<file path="src/hdl/pcstm_pkg.sv">
// Package for the phase-continuous square tone mixer.
// Holds widths, constants, datapath op codes and control/status structs.
// No dependencies.
package pcstm_pkg;

    localparam int PHASE_BITS = 32;
    localparam int FREQ_W     = 16;
    localparam int DUR_W      = 16;
    localparam int SMP_W      = 16;
    localparam int SR_W       = 17;
    localparam int SL_W       = 23;
    localparam int DW         = PHASE_BITS + FREQ_W;
    localparam int DCNT_W     = $clog2(DW + 1);
    localparam int CNT_BITS   = DUR_W + SR_W;
    localparam int FRAC_BITS  = SR_W + FREQ_W + 1;
    localparam int PRD_W      = PHASE_BITS + SR_W;

    localparam logic [SMP_W-1:0] AMP_POS   = 16'h2000;
    localparam logic [SMP_W-1:0] AMP_NEG   = 16'hE000;
    localparam logic [SR_W-1:0]  MS_PER_S  = 17'd1000;
    localparam logic [SR_W-1:0]  SR_RESET  = 17'd44100;
    localparam logic [SL_W-1:0]  SL_MAX    = {SL_W{1'b1}};

    localparam logic CFG_SAMPLE_RATE = 1'b0;
    localparam logic CFG_ENABLE      = 1'b1;

    typedef enum logic [3:0] {
        OP_NOP,
        OP_MUL_PH,
        OP_MUL_DUR,
        OP_MUL_REM,
        OP_DIV_START,
        OP_WB_PHASE,
        OP_SET_TONE,
        OP_WB_COUNT,
        OP_WB_MIX,
        OP_OUT
    } t_op;

    typedef enum logic [1:0] {
        DS_PHASE,
        DS_COUNT,
        DS_MOD,
        DS_FRAC
    } t_dsel;

    typedef struct packed {
        t_op   op;
        t_dsel dsel;
        logic  idle;
    } t_ctrl;

    typedef struct packed {
        logic accept;
        logic kind;
        logic freq_zero;
        logic no_mix;
        logic tone_zero;
        logic div_busy;
        logic out_free;
    } t_stat;

endpackage

</file>
<file path="src/hdl/phase_continuous_square_tone_mixer_unit.sv">
// Top level of the phase-continuous square tone mixer: registers, datapath,
// output register. Uses pcstm_pkg, pcstm_seq and pcstm_div.
//
//  channel | valid      | ready       | payload
//  --------+------------+-------------+------------------------------------------
//  input   | i_in_valid | o_in_ready  | i_kind, i_tone_freq, i_tone_duration_ms,
//          |            |             | i_left_in, i_right_in
//  output  | o_out_valid| i_out_ready | o_is_sample, o_left_out, o_right_out,
//          |            |             | o_needs_tone, o_underrun
//  config  | i_cfg_valid| o_cfg_ready | i_cfg_index, i_cfg_data
//
// A tone rescales the phase unless its frequency is zero; a sample is passed through,
// mixed with silence, or mixed with the tone. The shared divider retires one quotient
// bit per cycle. Reset is synchronous; no clearing pass.
// A finished result waits in the output register while the next transfer is taken in;
// the sequencer holds its output step only while a second result is ready and the register is still full.
module phase_continuous_square_tone_mixer_unit (
    input  logic                                i_clk,
    input  logic                                i_rst_n,
    input  logic                                i_in_valid,
    output logic                                o_in_ready,
    input  logic                                i_kind,
    input  logic [pcstm_pkg::FREQ_W-1:0]        i_tone_freq,
    input  logic [pcstm_pkg::DUR_W-1:0]         i_tone_duration_ms,
    input  logic signed [pcstm_pkg::SMP_W-1:0]  i_left_in,
    input  logic signed [pcstm_pkg::SMP_W-1:0]  i_right_in,
    output logic                                o_out_valid,
    input  logic                                i_out_ready,
    output logic                                o_is_sample,
    output logic signed [pcstm_pkg::SMP_W-1:0]  o_left_out,
    output logic signed [pcstm_pkg::SMP_W-1:0]  o_right_out,
    output logic                                o_needs_tone,
    output logic                                o_underrun,
    input  logic                                i_cfg_valid,
    output logic                                o_cfg_ready,
    input  logic                                i_cfg_index,
    input  logic [pcstm_pkg::SR_W-1:0]          i_cfg_data
);
    import pcstm_pkg::*;

    logic [SR_W-1:0]       r_sample_rate;
    logic                  r_enable;
    logic [SL_W-1:0]       r_samples_left;
    logic [FREQ_W-1:0]     r_tone_hz;
    logic [PHASE_BITS-1:0] r_phase;

    logic                  r_kind;
    logic [FREQ_W-1:0]     r_freq;
    logic [DUR_W-1:0]      r_dur;
    logic [SMP_W-1:0]      r_left;
    logic [SMP_W-1:0]      r_right;
    logic                  r_under;
    logic [DW-1:0]         r_acc;

    logic                  r_out_valid;
    logic                  r_o_is_sample;
    logic [SMP_W-1:0]      r_o_left;
    logic [SMP_W-1:0]      r_o_right;
    logic                  r_o_needs;
    logic                  r_o_under;

    t_ctrl                 w_ctrl;
    t_stat                 w_stat;
    logic                  w_accept;
    logic                  w_out_free;
    logic [SR_W-1:0]       w_sr1;
    logic [PHASE_BITS-1:0] w_mul_a;
    logic [SR_W-1:0]       w_mul_b;
    logic [PRD_W-1:0]      w_prod;
    logic                  w_div_start;
    logic [DW-1:0]         w_div_dividend;
    logic [DCNT_W-1:0]     w_div_len;
    logic [SR_W-1:0]       w_div_divisor;
    logic                  w_div_busy;
    logic [DW-1:0]         w_quo;
    logic [SR_W-1:0]       w_rem;
    logic [SMP_W-1:0]      w_tone_val;

    assign w_accept    = i_in_valid & o_in_ready;
    assign w_out_free  = !r_out_valid || i_out_ready;
    assign w_sr1       = (r_sample_rate == '0) ? SR_W'(1) : r_sample_rate;
    assign o_in_ready  = w_ctrl.idle;
    assign o_cfg_ready = 1'b1;

    always_comb begin
        w_stat.accept    = w_accept;
        w_stat.kind      = r_kind;
        w_stat.freq_zero = (r_freq == '0);
        w_stat.no_mix    = !r_enable || (r_samples_left == '0);
        w_stat.tone_zero = (r_tone_hz == '0);
        w_stat.div_busy  = w_div_busy;
        w_stat.out_free  = w_out_free;
    end

    pcstm_seq u_seq (
        .i_clk   (i_clk),
        .i_rst_n (i_rst_n),
        .i_stat  (w_stat),
        .o_ctrl  (w_ctrl)
    );

    // shared multiplier operand select
    always_comb begin
        case (w_ctrl.op)
            OP_MUL_PH: begin
                w_mul_a = r_phase;
                w_mul_b = SR_W'(r_tone_hz);
            end
            OP_MUL_DUR: begin
                w_mul_a = PHASE_BITS'(r_dur);
                w_mul_b = r_sample_rate;
            end
            default: begin
                w_mul_a = PHASE_BITS'(w_rem);
                w_mul_b = SR_W'(r_tone_hz);
            end
        endcase
    end

    assign w_prod = PRD_W'(w_mul_a) * PRD_W'(w_mul_b);

    // dividend is left aligned for the divider
    always_comb begin
        w_div_start = (w_ctrl.op == OP_DIV_START);
        case (w_ctrl.dsel)
            DS_PHASE: begin
                w_div_dividend = r_acc;
                w_div_len      = DCNT_W'(DW);
                w_div_divisor  = SR_W'(r_freq);
            end
            DS_COUNT: begin
                w_div_dividend = r_acc << (DW - CNT_BITS);
                w_div_len      = DCNT_W'(CNT_BITS);
                w_div_divisor  = MS_PER_S;
            end
            DS_MOD: begin
                w_div_dividend = {r_phase, {(DW - PHASE_BITS){1'b0}}};
                w_div_len      = DCNT_W'(PHASE_BITS);
                w_div_divisor  = w_sr1;
            end
            DS_FRAC: begin
                w_div_dividend = r_acc << (DW - FRAC_BITS);
                w_div_len      = DCNT_W'(FRAC_BITS);
                w_div_divisor  = w_sr1;
            end
            default: begin
                w_div_dividend = r_acc;
                w_div_len      = DCNT_W'(DW);
                w_div_divisor  = w_sr1;
            end
        endcase
    end

    pcstm_div u_div (
        .i_clk      (i_clk),
        .i_rst_n    (i_rst_n),
        .i_start    (w_div_start),
        .i_dividend (w_div_dividend),
        .i_len      (w_div_len),
        .i_divisor  (w_div_divisor),
        .o_busy     (w_div_busy),
        .o_quo      (w_quo),
        .o_rem      (w_rem)
    );

    always_comb begin
        if (r_tone_hz == '0) begin
            w_tone_val = '0;
        end else if (w_quo[0]) begin
            w_tone_val = AMP_NEG;
        end else begin
            w_tone_val = AMP_POS;
        end
    end

    always_ff @(posedge i_clk) begin
        if (!i_rst_n) begin
            r_sample_rate  <= SR_RESET;
            r_enable       <= 1'b0;
            r_samples_left <= '0;
            r_tone_hz      <= '0;
            r_phase        <= '0;
            r_out_valid    <= 1'b0;
        end else begin
            if (i_cfg_valid) begin
                case (i_cfg_index)
                    CFG_SAMPLE_RATE: r_sample_rate <= i_cfg_data;
                    CFG_ENABLE:      r_enable      <= i_cfg_data[0];
                    default:         r_enable      <= r_enable;
                endcase
            end

            if (w_accept) begin
                r_kind  <= i_kind;
                r_freq  <= i_tone_freq;
                r_dur   <= i_tone_duration_ms;
                r_left  <= i_left_in;
                r_right <= i_right_in;
                r_under <= i_kind & r_enable & (r_samples_left == '0);
            end

            if (w_ctrl.op == OP_OUT) begin
                r_out_valid <= 1'b1;
            end else if (o_out_valid && i_out_ready) begin
                r_out_valid <= 1'b0;
            end

            case (w_ctrl.op)
                OP_MUL_PH, OP_MUL_DUR: r_acc <= w_prod[DW-1:0];
                OP_MUL_REM:            r_acc <= {w_prod[DW-2:0], 1'b0};
                OP_WB_PHASE:           r_phase <= w_quo[PHASE_BITS-1:0];
                OP_SET_TONE:           r_tone_hz <= r_freq;
                OP_WB_COUNT: begin
                    if (w_quo[DW-1:SL_W] != '0) begin
                        r_samples_left <= SL_MAX;
                    end else begin
                        r_samples_left <= w_quo[SL_W-1:0];
                    end
                end
                OP_WB_MIX: begin
                    r_samples_left <= r_samples_left - 1'b1;
                    r_left         <= r_left + w_tone_val;
                    r_right        <= r_right + w_tone_val;
                    if (r_tone_hz != '0) begin
                        r_phase <= r_phase + 1'b1;
                    end
                end
                OP_OUT: begin
                    r_o_is_sample <= r_kind;
                    r_o_left      <= r_kind ? r_left : '0;
                    r_o_right     <= r_kind ? r_right : '0;
                    r_o_needs     <= (r_samples_left == '0);
                    r_o_under     <= r_under;
                end
                default: r_acc <= r_acc;
            endcase
        end
    end

    assign o_out_valid  = r_out_valid;
    assign o_is_sample  = r_o_is_sample;
    assign o_left_out   = r_o_left;
    assign o_right_out  = r_o_right;
    assign o_needs_tone = r_o_needs;
    assign o_underrun   = r_o_under;

`ifndef NO_ASSERTIONS
    a_ready_div_idle: assert property (@(posedge i_clk) disable iff (!i_rst_n)
        o_in_ready |-> !w_div_busy)
        else $error("input ready while divider busy");

    a_accept_drops_ready: assert property (@(posedge i_clk) disable iff (!i_rst_n)
        (i_in_valid && o_in_ready) |=> !o_in_ready)
        else $error("ready held after input transfer");

    a_underrun_flags: assert property (@(posedge i_clk) disable iff (!i_rst_n)
        (o_out_valid && o_underrun) |-> (o_is_sample && o_needs_tone))
        else $error("underrun on non-sample or with tone remaining");

    a_tone_result_zero: assert property (@(posedge i_clk) disable iff (!i_rst_n)
        (o_out_valid && !o_is_sample) |-> (o_left_out == '0 && o_right_out == '0))
        else $error("tone result carries sample data");

    a_mix_has_samples: assert property (@(posedge i_clk) disable iff (!i_rst_n)
        (w_ctrl.op == OP_WB_MIX) |-> (r_samples_left != '0 && r_enable))
        else $error("mix step with no samples left or disabled");
`endif

endmodule

</file>
<file path="src/hdl/pcstm_div.sv">
// Shared restoring divider, one quotient bit per cycle.
// Dividend arrives left aligned with its bit length; uses pcstm_pkg.
module pcstm_div (
    input  logic                          i_clk,
    input  logic                          i_rst_n,
    input  logic                          i_start,
    input  logic [pcstm_pkg::DW-1:0]      i_dividend,
    input  logic [pcstm_pkg::DCNT_W-1:0]  i_len,
    input  logic [pcstm_pkg::SR_W-1:0]    i_divisor,
    output logic                          o_busy,
    output logic [pcstm_pkg::DW-1:0]      o_quo,
    output logic [pcstm_pkg::SR_W-1:0]    o_rem
);
    import pcstm_pkg::*;

    logic [DW-1:0]     r_dq;
    logic [SR_W-1:0]   r_dr;
    logic [SR_W-1:0]   r_dd;
    logic [DCNT_W-1:0] r_cnt;
    logic [SR_W:0]     w_trial;
    logic              w_fit;

    assign w_trial = {r_dr, r_dq[DW-1]};
    assign w_fit   = (w_trial >= {1'b0, r_dd});

    always_ff @(posedge i_clk) begin
        if (!i_rst_n) begin
            r_cnt <= '0;
        end else if (i_start) begin
            r_cnt <= i_len;
            r_dq  <= i_dividend;
            r_dr  <= '0;
            r_dd  <= i_divisor;
        end else if (r_cnt != '0) begin
            r_cnt <= r_cnt - 1'b1;
            r_dq  <= {r_dq[DW-2:0], w_fit};
            if (w_fit) begin
                r_dr <= SR_W'(w_trial - {1'b0, r_dd});
            end else begin
                r_dr <= w_trial[SR_W-1:0];
            end
        end
    end

    assign o_busy = (r_cnt != '0);
    assign o_quo  = r_dq;
    assign o_rem  = r_dr;

endmodule

</file>
<file path="src/hdl/pcstm_seq.sv">
// Microcode sequencer: step counter plus read-only control store.
// Drives the mixer datapath through t_ctrl; uses pcstm_pkg.
module pcstm_seq (
    input  logic             i_clk,
    input  logic             i_rst_n,
    input  pcstm_pkg::t_stat i_stat,
    output pcstm_pkg::t_ctrl o_ctrl
);
    import pcstm_pkg::*;

    localparam int PC_W = 5;

    typedef enum logic [2:0] {
        C_NONE,
        C_ALWAYS,
        C_KIND,
        C_FREQ_ZERO,
        C_NO_MIX,
        C_TONE_ZERO
    } t_cond;

    typedef enum logic [1:0] {
        H_NONE,
        H_ACCEPT,
        H_DIV,
        H_OUT
    } t_hold;

    typedef struct packed {
        t_op             op;
        t_dsel           dsel;
        t_hold           hold;
        t_cond           cond;
        logic [PC_W-1:0] target;
    } t_ucode;

    localparam logic [PC_W-1:0] S_IDLE     = 5'd0;
    localparam logic [PC_W-1:0] S_DISPATCH = 5'd1;
    localparam logic [PC_W-1:0] S_T_CHECK  = 5'd2;
    localparam logic [PC_W-1:0] S_T_MUL    = 5'd3;
    localparam logic [PC_W-1:0] S_T_DIV    = 5'd4;
    localparam logic [PC_W-1:0] S_T_DWAIT  = 5'd5;
    localparam logic [PC_W-1:0] S_T_WBPH   = 5'd6;
    localparam logic [PC_W-1:0] S_T_TONE   = 5'd7;
    localparam logic [PC_W-1:0] S_C_MUL    = 5'd8;
    localparam logic [PC_W-1:0] S_C_DIV    = 5'd9;
    localparam logic [PC_W-1:0] S_C_DWAIT  = 5'd10;
    localparam logic [PC_W-1:0] S_C_WB     = 5'd11;
    localparam logic [PC_W-1:0] S_S_CHECK  = 5'd13;
    localparam logic [PC_W-1:0] S_S_TONE   = 5'd14;
    localparam logic [PC_W-1:0] S_M_DIV    = 5'd15;
    localparam logic [PC_W-1:0] S_M_DWAIT  = 5'd16;
    localparam logic [PC_W-1:0] S_F_MUL    = 5'd17;
    localparam logic [PC_W-1:0] S_F_DIV    = 5'd18;
    localparam logic [PC_W-1:0] S_F_DWAIT  = 5'd19;
    localparam logic [PC_W-1:0] S_MIX      = 5'd20;
    localparam logic [PC_W-1:0] S_OUT      = 5'd21;

    function automatic t_ucode f_ucode(input logic [PC_W-1:0] pc);
        t_ucode u;
        u = '{op: OP_NOP, dsel: DS_PHASE, hold: H_NONE, cond: C_NONE, target: S_IDLE};
        case (pc)
            S_IDLE:     u.hold = H_ACCEPT;
            S_DISPATCH: begin
                u.cond   = C_KIND;
                u.target = S_S_CHECK;
            end
            S_T_CHECK:  begin
                u.cond   = C_FREQ_ZERO;
                u.target = S_T_TONE;
            end
            S_T_MUL:    u.op = OP_MUL_PH;
            S_T_DIV:    begin
                u.op   = OP_DIV_START;
                u.dsel = DS_PHASE;
            end
            S_T_DWAIT:  u.hold = H_DIV;
            S_T_WBPH:   u.op = OP_WB_PHASE;
            S_T_TONE:   u.op = OP_SET_TONE;
            S_C_MUL:    u.op = OP_MUL_DUR;
            S_C_DIV:    begin
                u.op   = OP_DIV_START;
                u.dsel = DS_COUNT;
            end
            S_C_DWAIT:  u.hold = H_DIV;
            S_C_WB:     begin
                u.op     = OP_WB_COUNT;
                u.cond   = C_ALWAYS;
                u.target = S_OUT;
            end
            S_S_CHECK:  begin
                u.cond   = C_NO_MIX;
                u.target = S_OUT;
            end
            S_S_TONE:   begin
                u.cond   = C_TONE_ZERO;
                u.target = S_MIX;
            end
            S_M_DIV:    begin
                u.op   = OP_DIV_START;
                u.dsel = DS_MOD;
            end
            S_M_DWAIT:  u.hold = H_DIV;
            S_F_MUL:    u.op = OP_MUL_REM;
            S_F_DIV:    begin
                u.op   = OP_DIV_START;
                u.dsel = DS_FRAC;
            end
            S_F_DWAIT:  u.hold = H_DIV;
            S_MIX:      u.op = OP_WB_MIX;
            S_OUT:      begin
                u.op     = OP_OUT;
                u.hold   = H_OUT;
                u.cond   = C_ALWAYS;
                u.target = S_IDLE;
            end
            default:    u.cond = C_ALWAYS;
        endcase
        return u;
    endfunction

    logic [PC_W-1:0] r_pc;
    logic [PC_W-1:0] n_pc;
    t_ucode          w_uc;
    logic            w_hold;
    logic            w_take;

    always_comb begin
        w_uc = f_ucode(r_pc);
        case (w_uc.hold)
            H_NONE:   w_hold = 1'b0;
            H_ACCEPT: w_hold = !i_stat.accept;
            H_DIV:    w_hold = i_stat.div_busy;
            H_OUT:    w_hold = !i_stat.out_free;
            default:  w_hold = 1'b0;
        endcase
        case (w_uc.cond)
            C_NONE:      w_take = 1'b0;
            C_ALWAYS:    w_take = 1'b1;
            C_KIND:      w_take = i_stat.kind;
            C_FREQ_ZERO: w_take = i_stat.freq_zero;
            C_NO_MIX:    w_take = i_stat.no_mix;
            C_TONE_ZERO: w_take = i_stat.tone_zero;
            default:     w_take = 1'b0;
        endcase
        if (w_hold) begin
            n_pc = r_pc;
        end else if (w_take) begin
            n_pc = w_uc.target;
        end else begin
            n_pc = r_pc + 1'b1;
        end
        o_ctrl.op   = w_hold ? OP_NOP : w_uc.op;
        o_ctrl.dsel = w_uc.dsel;
        o_ctrl.idle = (r_pc == S_IDLE);
    end

    always_ff @(posedge i_clk) begin
        if (!i_rst_n) begin
            r_pc <= S_IDLE;
        end else begin
            r_pc <= n_pc;
        end
    end

endmodule

</file>
<file path="config.mk">
export PLATFORM = sky130hd
export DESIGN_NAME = phase_continuous_square_tone_mixer_unit
export DESIGN_NICKNAME = d
export VERILOG_FILES = /design/src/hdl/pcstm_pkg.sv /design/src/hdl/phase_continuous_square_tone_mixer_unit.sv /design/src/hdl/pcstm_div.sv /design/src/hdl/pcstm_seq.sv
export SDC_FILE = /design/constraint.sdc
export NUM_CORES = 2
export LEC_CHECK = 0
export BUFFER_PORTS_ARGS = -buffer_cell sky130_fd_sc_hd__buf_2
export CELL_PAD_IN_SITES_DETAIL_PLACEMENT = 1
export CELL_PAD_IN_SITES_GLOBAL_PLACEMENT = 1
export CORE_ASPECT_RATIO = 2
export CORE_MARGIN = 8
export CORE_UTILIZATION = 50
export CTS_BUF_LIST = sky130_fd_sc_hd__clkbuf_4 sky130_fd_sc_hd__clkbuf_8 sky130_fd_sc_hd__clkbuf_16
export DETAILED_ROUTE_END_ITERATION = 12
export PLACE_DENSITY = 0.93
export RECOVER_POWER = 100
export SLEW_MARGIN = 20
export SYNTH_ARGS = -nofsm -noshare
export SYNTH_HDL_FRONTEND = slang
export SYNTH_HIERARCHICAL = 1
export SYNTH_SLANG_ARGS = --single-unit
</file>
<file path="constraint.sdc">
create_clock -name i_clk -period 12.2 [get_ports i_clk]
set_input_delay 0.61 -clock i_clk [delete_from_list [all_inputs] [get_ports i_clk]]
set_output_delay 0.61 -clock i_clk [all_outputs]
set_load 0.02 [all_outputs]
</file>
==> run summary <==
The analysis attributes to net switching a power of 1.874 mW. For the post-CTS setup buffer count, the log shows 0. After synthesis the netlist holds a flip-flop and latch count of 332. TritonCTS built the clock tree. After clock tree synthesis, the repair step resized 0 gates. The switching share of total power came out at 0.4218. Overall power consumption after layout is estimated at 4.442 mW. The run finished, with violations left.

By area the synthesized netlist is led by fa_1, edfxtp_1, nand2_1, inv_1, dfxtp_1. For the initial cell density of the core, the log shows 0.5036. The met3 routing resource usage after global routing is 0.08402, and the data arrival time of the critical path is 12.07 ns.

Detailed routing inserted a total of 30100 vias. The met1 demand-to-capacity share in global routing came out at 0.3486. The clock root buffer is clkbuf_16.

The power density over the cells came out at 120.6 mW/mm^2. In this run the remaining antenna-violating nets after routing total 0. The area growth from synthesis to layout is 6.655%. Startpoint type of the worst setup path: a flop. The worst clock skew is 0.04258 ns, and the clock transition at the registers of the reported paths is 0.07 ns. For the count of maximum capacitance violations, the log shows 12. The logs give 136 for the cell row count and 3 for the number of buffers between clock root and the deepest sink. The tightest min-delay check is of the primary input to flop type.

Setup repair after global routing left no endpoint under its margin. Cell internal power was estimated by the tool at 2.568 mW. For this design the static power due to leakage is 15.86 nW. The tools report the sort of element at the end of the critical path as a flop. CTS saw 332 sinks.

The cell area after synthesis is 0.03453 sq mm. Averaged over all synthesized cells, the footprint is 9.163 sq um. Area enclosed by the die boundary: 0.07825 sq mm.

The number of buffers added on ports works out to 124. For this design the top-level I/O count stands at 126. The run gives 0.2594 as the sequential element share of the synthesized area. Entering global routing, the biggest net connects 104 pins. The synthesized design contains 231 enable-type register cells. The most frequent cell after synthesis is nand2_1. Die outline height: 387.7 um.

The count of warnings emitted by yosys came out at 6. IR analysis of the VDD net gives a maximum drop of 0.1365 mV. The post-route fraction of the period consumed by the critical path was 0.9580. The number of global-route vias before repair is 33790.

The width of the die came out at 201.8 um. The tools report the met2 routing resource usage after global routing as 0.6309. Dividing the detail-routed via count by the number of cells gives 6.379.

The checks that failed: max-capacitance violations, max-slew violations. At the pin with the least slew margin, the transition time is 4.521 ns. The async set or reset register ratio after synthesis came out at 0. The share of the core filled with cells is 0.5371.

The first global-routing pass estimated 209400 um of wire. The logs give 1.025 for the final estimated routing congestion in global placement and 1 for the maximum level of the CTS H-tree. After global routing the overflow that remains totals 0.

The shortest period the worst path allows was 11.69 ns. By count the netlist is led by nand2_1, inv_1, fa_1. The number of hold-slack violations in the final timing report came out at 0. The prevailing post-synth register cell is edfxtp_1. Synthesis handed over a netlist of 3769 instances. The finished layout holds 4719 standard cells, fillers aside. The run gives -2.014 as the worst slew slack as a fraction of its limit. Among all stages on the critical path, the largest delay is contributed by fa_1.

The cell total after placement is 4656. The tools report the combinational share of power as 0.388. Counting stages on the worst path, the most repeated cell is fa_1. Setup-violating endpoint count in the final report: 0.

For the worst-skew pair, the clock arrives at the later sink with an insertion delay of 0.65 ns. The core region is 0.06858 sq mm. The required time at the worst-slack endpoint came out at 12.58 ns. Cell type with the highest aggregate area in the netlist: fa_1.

The critical path is of the flop to flop type. The tools report the final net count as 4476. The number of different library cells used by synthesis comes to 107. The total routing resource utilization after global routing was 0.3590.

The layout has 7966 filler cells. For the clock share of power, the log shows 0.229. In this run the worst path has a maximum fanout of 14. Register-to-register setup slack: 0.51 ns. The average wire length per cell after detail routing came out at 29.98 um. The tools report the setup TNS after final layout as 0 ns.

In the routed design, unresolved DRC markers number 0. For this block, the routed nets add up to 141500 um of wire. The number of hold buffers added after cts was 0; the ratio of cells with drive above 1 in the final layout was 0.08102. The logs give 0.383 for the sequential cell fraction of total power and 9 for the number of antenna violations at the first check in global routing. Max-slew violation count: 634.

In this run, the number of DRC markers left after iteration 0 of detailed routing was 2579. Timing would allow up to 0.08556 GHz. The layer carrying the most global-route usage was met2. HPWL reported at the end of detailed placement: 106000 um.

The first detailed-routing pass ran for 8 iterations. On the worst path, the slowest cell contributes a delay of 0.82 ns. The logs give 0.1507 ns for the hold slack and 29 for the total clock buffers created by CTS. The fraction of synthesized cell area taken by the top area cell type came out at 0.2614.
## metal layers
layer,up-vias,share of wire
li1,12140,-
met1,15090,0.30
met2,1997,0.50
met3,870,0.087
met4,6,0.11
met5,-,0.00028
## final timing paths
check                                           startpoint                   end  depth (start not counted)
worst max-delay path            u_seq/r_pc[0]$_SDFFE_PN0N_   r_acc[41]$_DFFE_PP_                         36
worst min-delay path                        i_tone_freq[0]   r_freq[0]$_DFFE_PP_                          1
worst max register to register  u_seq/r_pc[0]$_SDFFE_PN0N_   r_acc[41]$_DFFE_PP_                         36
worst min register to register           r_under$_DFFE_PP_  o_underrun$_DFFE_PP_                          0
## sequential cells by signal, indices dropped and copies added (netlist names)
signal / flops
r_acc: 48
u_div/o_quo: 48
r_phase: 32
r_samples_left: 23
r_sample_rate: 17
u_div/o_rem: 17
u_div/r_dd: 17
o_left_out: 16
o_right_out: 16
r_dur: 16
r_freq: 16
r_left: 16
r_right: 16
r_tone_hz: 16
u_div/r_cnt: 6
u_seq/r_pc: 5
o_is_sample: 1
o_needs_tone: 1
o_out_valid: 1
o_underrun: 1
r_enable: 1
r_kind: 1
r_under: 1
## cell type report
class | instances | area (sq um) | area share
antenna | 8 | 20.02 | 0.0005435
tap | 897 | 1122 | 0.03047
timing repair buffer | 181 | 949.7 | 0.02578
clock buffer | 34 | 775.7 | 0.02106
inverter | 611 | 2293 | 0.06227
multi-input combinational | 2636 | 22510 | 0.6111
sequential | 332 | 8959 | 0.2432
clock inverter | 20 | 202.7 | 0.005503
## critical path: cells and delay by family, from the launching register on
family / cells / cell delay (ns)
and+or+nand+nor: 12 / 3.67
muxes: 2 / 0.29
buffers and inverters: 8 / 1.09
AOI/OAI and AO/OA: 6 / 1.82
DFF: 1 / 0.37
adders and majority gates: 8 / 4.15
## cells by family after synthesis
| kind of cell | after synthesis | synth area share |
|---|---|---|
| multiplexers | 133 | 0.05279 |
| adder cells (fa/ha/maj) | 597 | 0.3143 |
| XOR/XNOR | 72 | 0.01826 |
| AND/OR/NAND/NOR | 1311 | 0.1698 |
| flip-flops | 332 | 0.2594 |
| buffers and inverters | 818 | 0.09079 |
| AO/OA/AOI/OAI | 504 | 0.09434 |
| other | 2 | 0.0002175 |
## power by group through the flow
stage / registers [mW] / clock network, mW / logic (mW)
2_1_floorplan: 1.56 / 0 / 1.15
6_report: 1.70 / 1.02 / 1.72
3_3_place_gp: 1.68 / 0 / 1.55
3_5_place_dp: 1.68 / 0 / 1.63
5_1_grt: 1.70 / 1.04 / 1.79
4_1_cts: 1.67 / 1.00 / 1.67
## layout by cell type (no fill, tap or decap), drive strengths merged, types with 38 or more instances in the layout
master and n:
o21ai 129, nand2b 38, dfxtp 101, edfxtp 231, mux2 67, clkbuf 97, nor2 300, nand2 643
nand3 46, ha 146, xnor2 46, inv 616, a21oi 159, and2 132, buf 118, nor3 38
fa 451
## stage by stage
step / setup slack (ns) / instance area, sq um
2_1_floorplan: 2.968 / 34600
3_3_place_gp: 1.480 / 36020
3_5_place_dp: 1.093 / 36020
4_1_cts: 1.027 / 37000
5_1_grt: 0.1704 / 36820
6_report: 0.5125 / 36830
No activity file was read; power rests on OpenSTA's default activity.
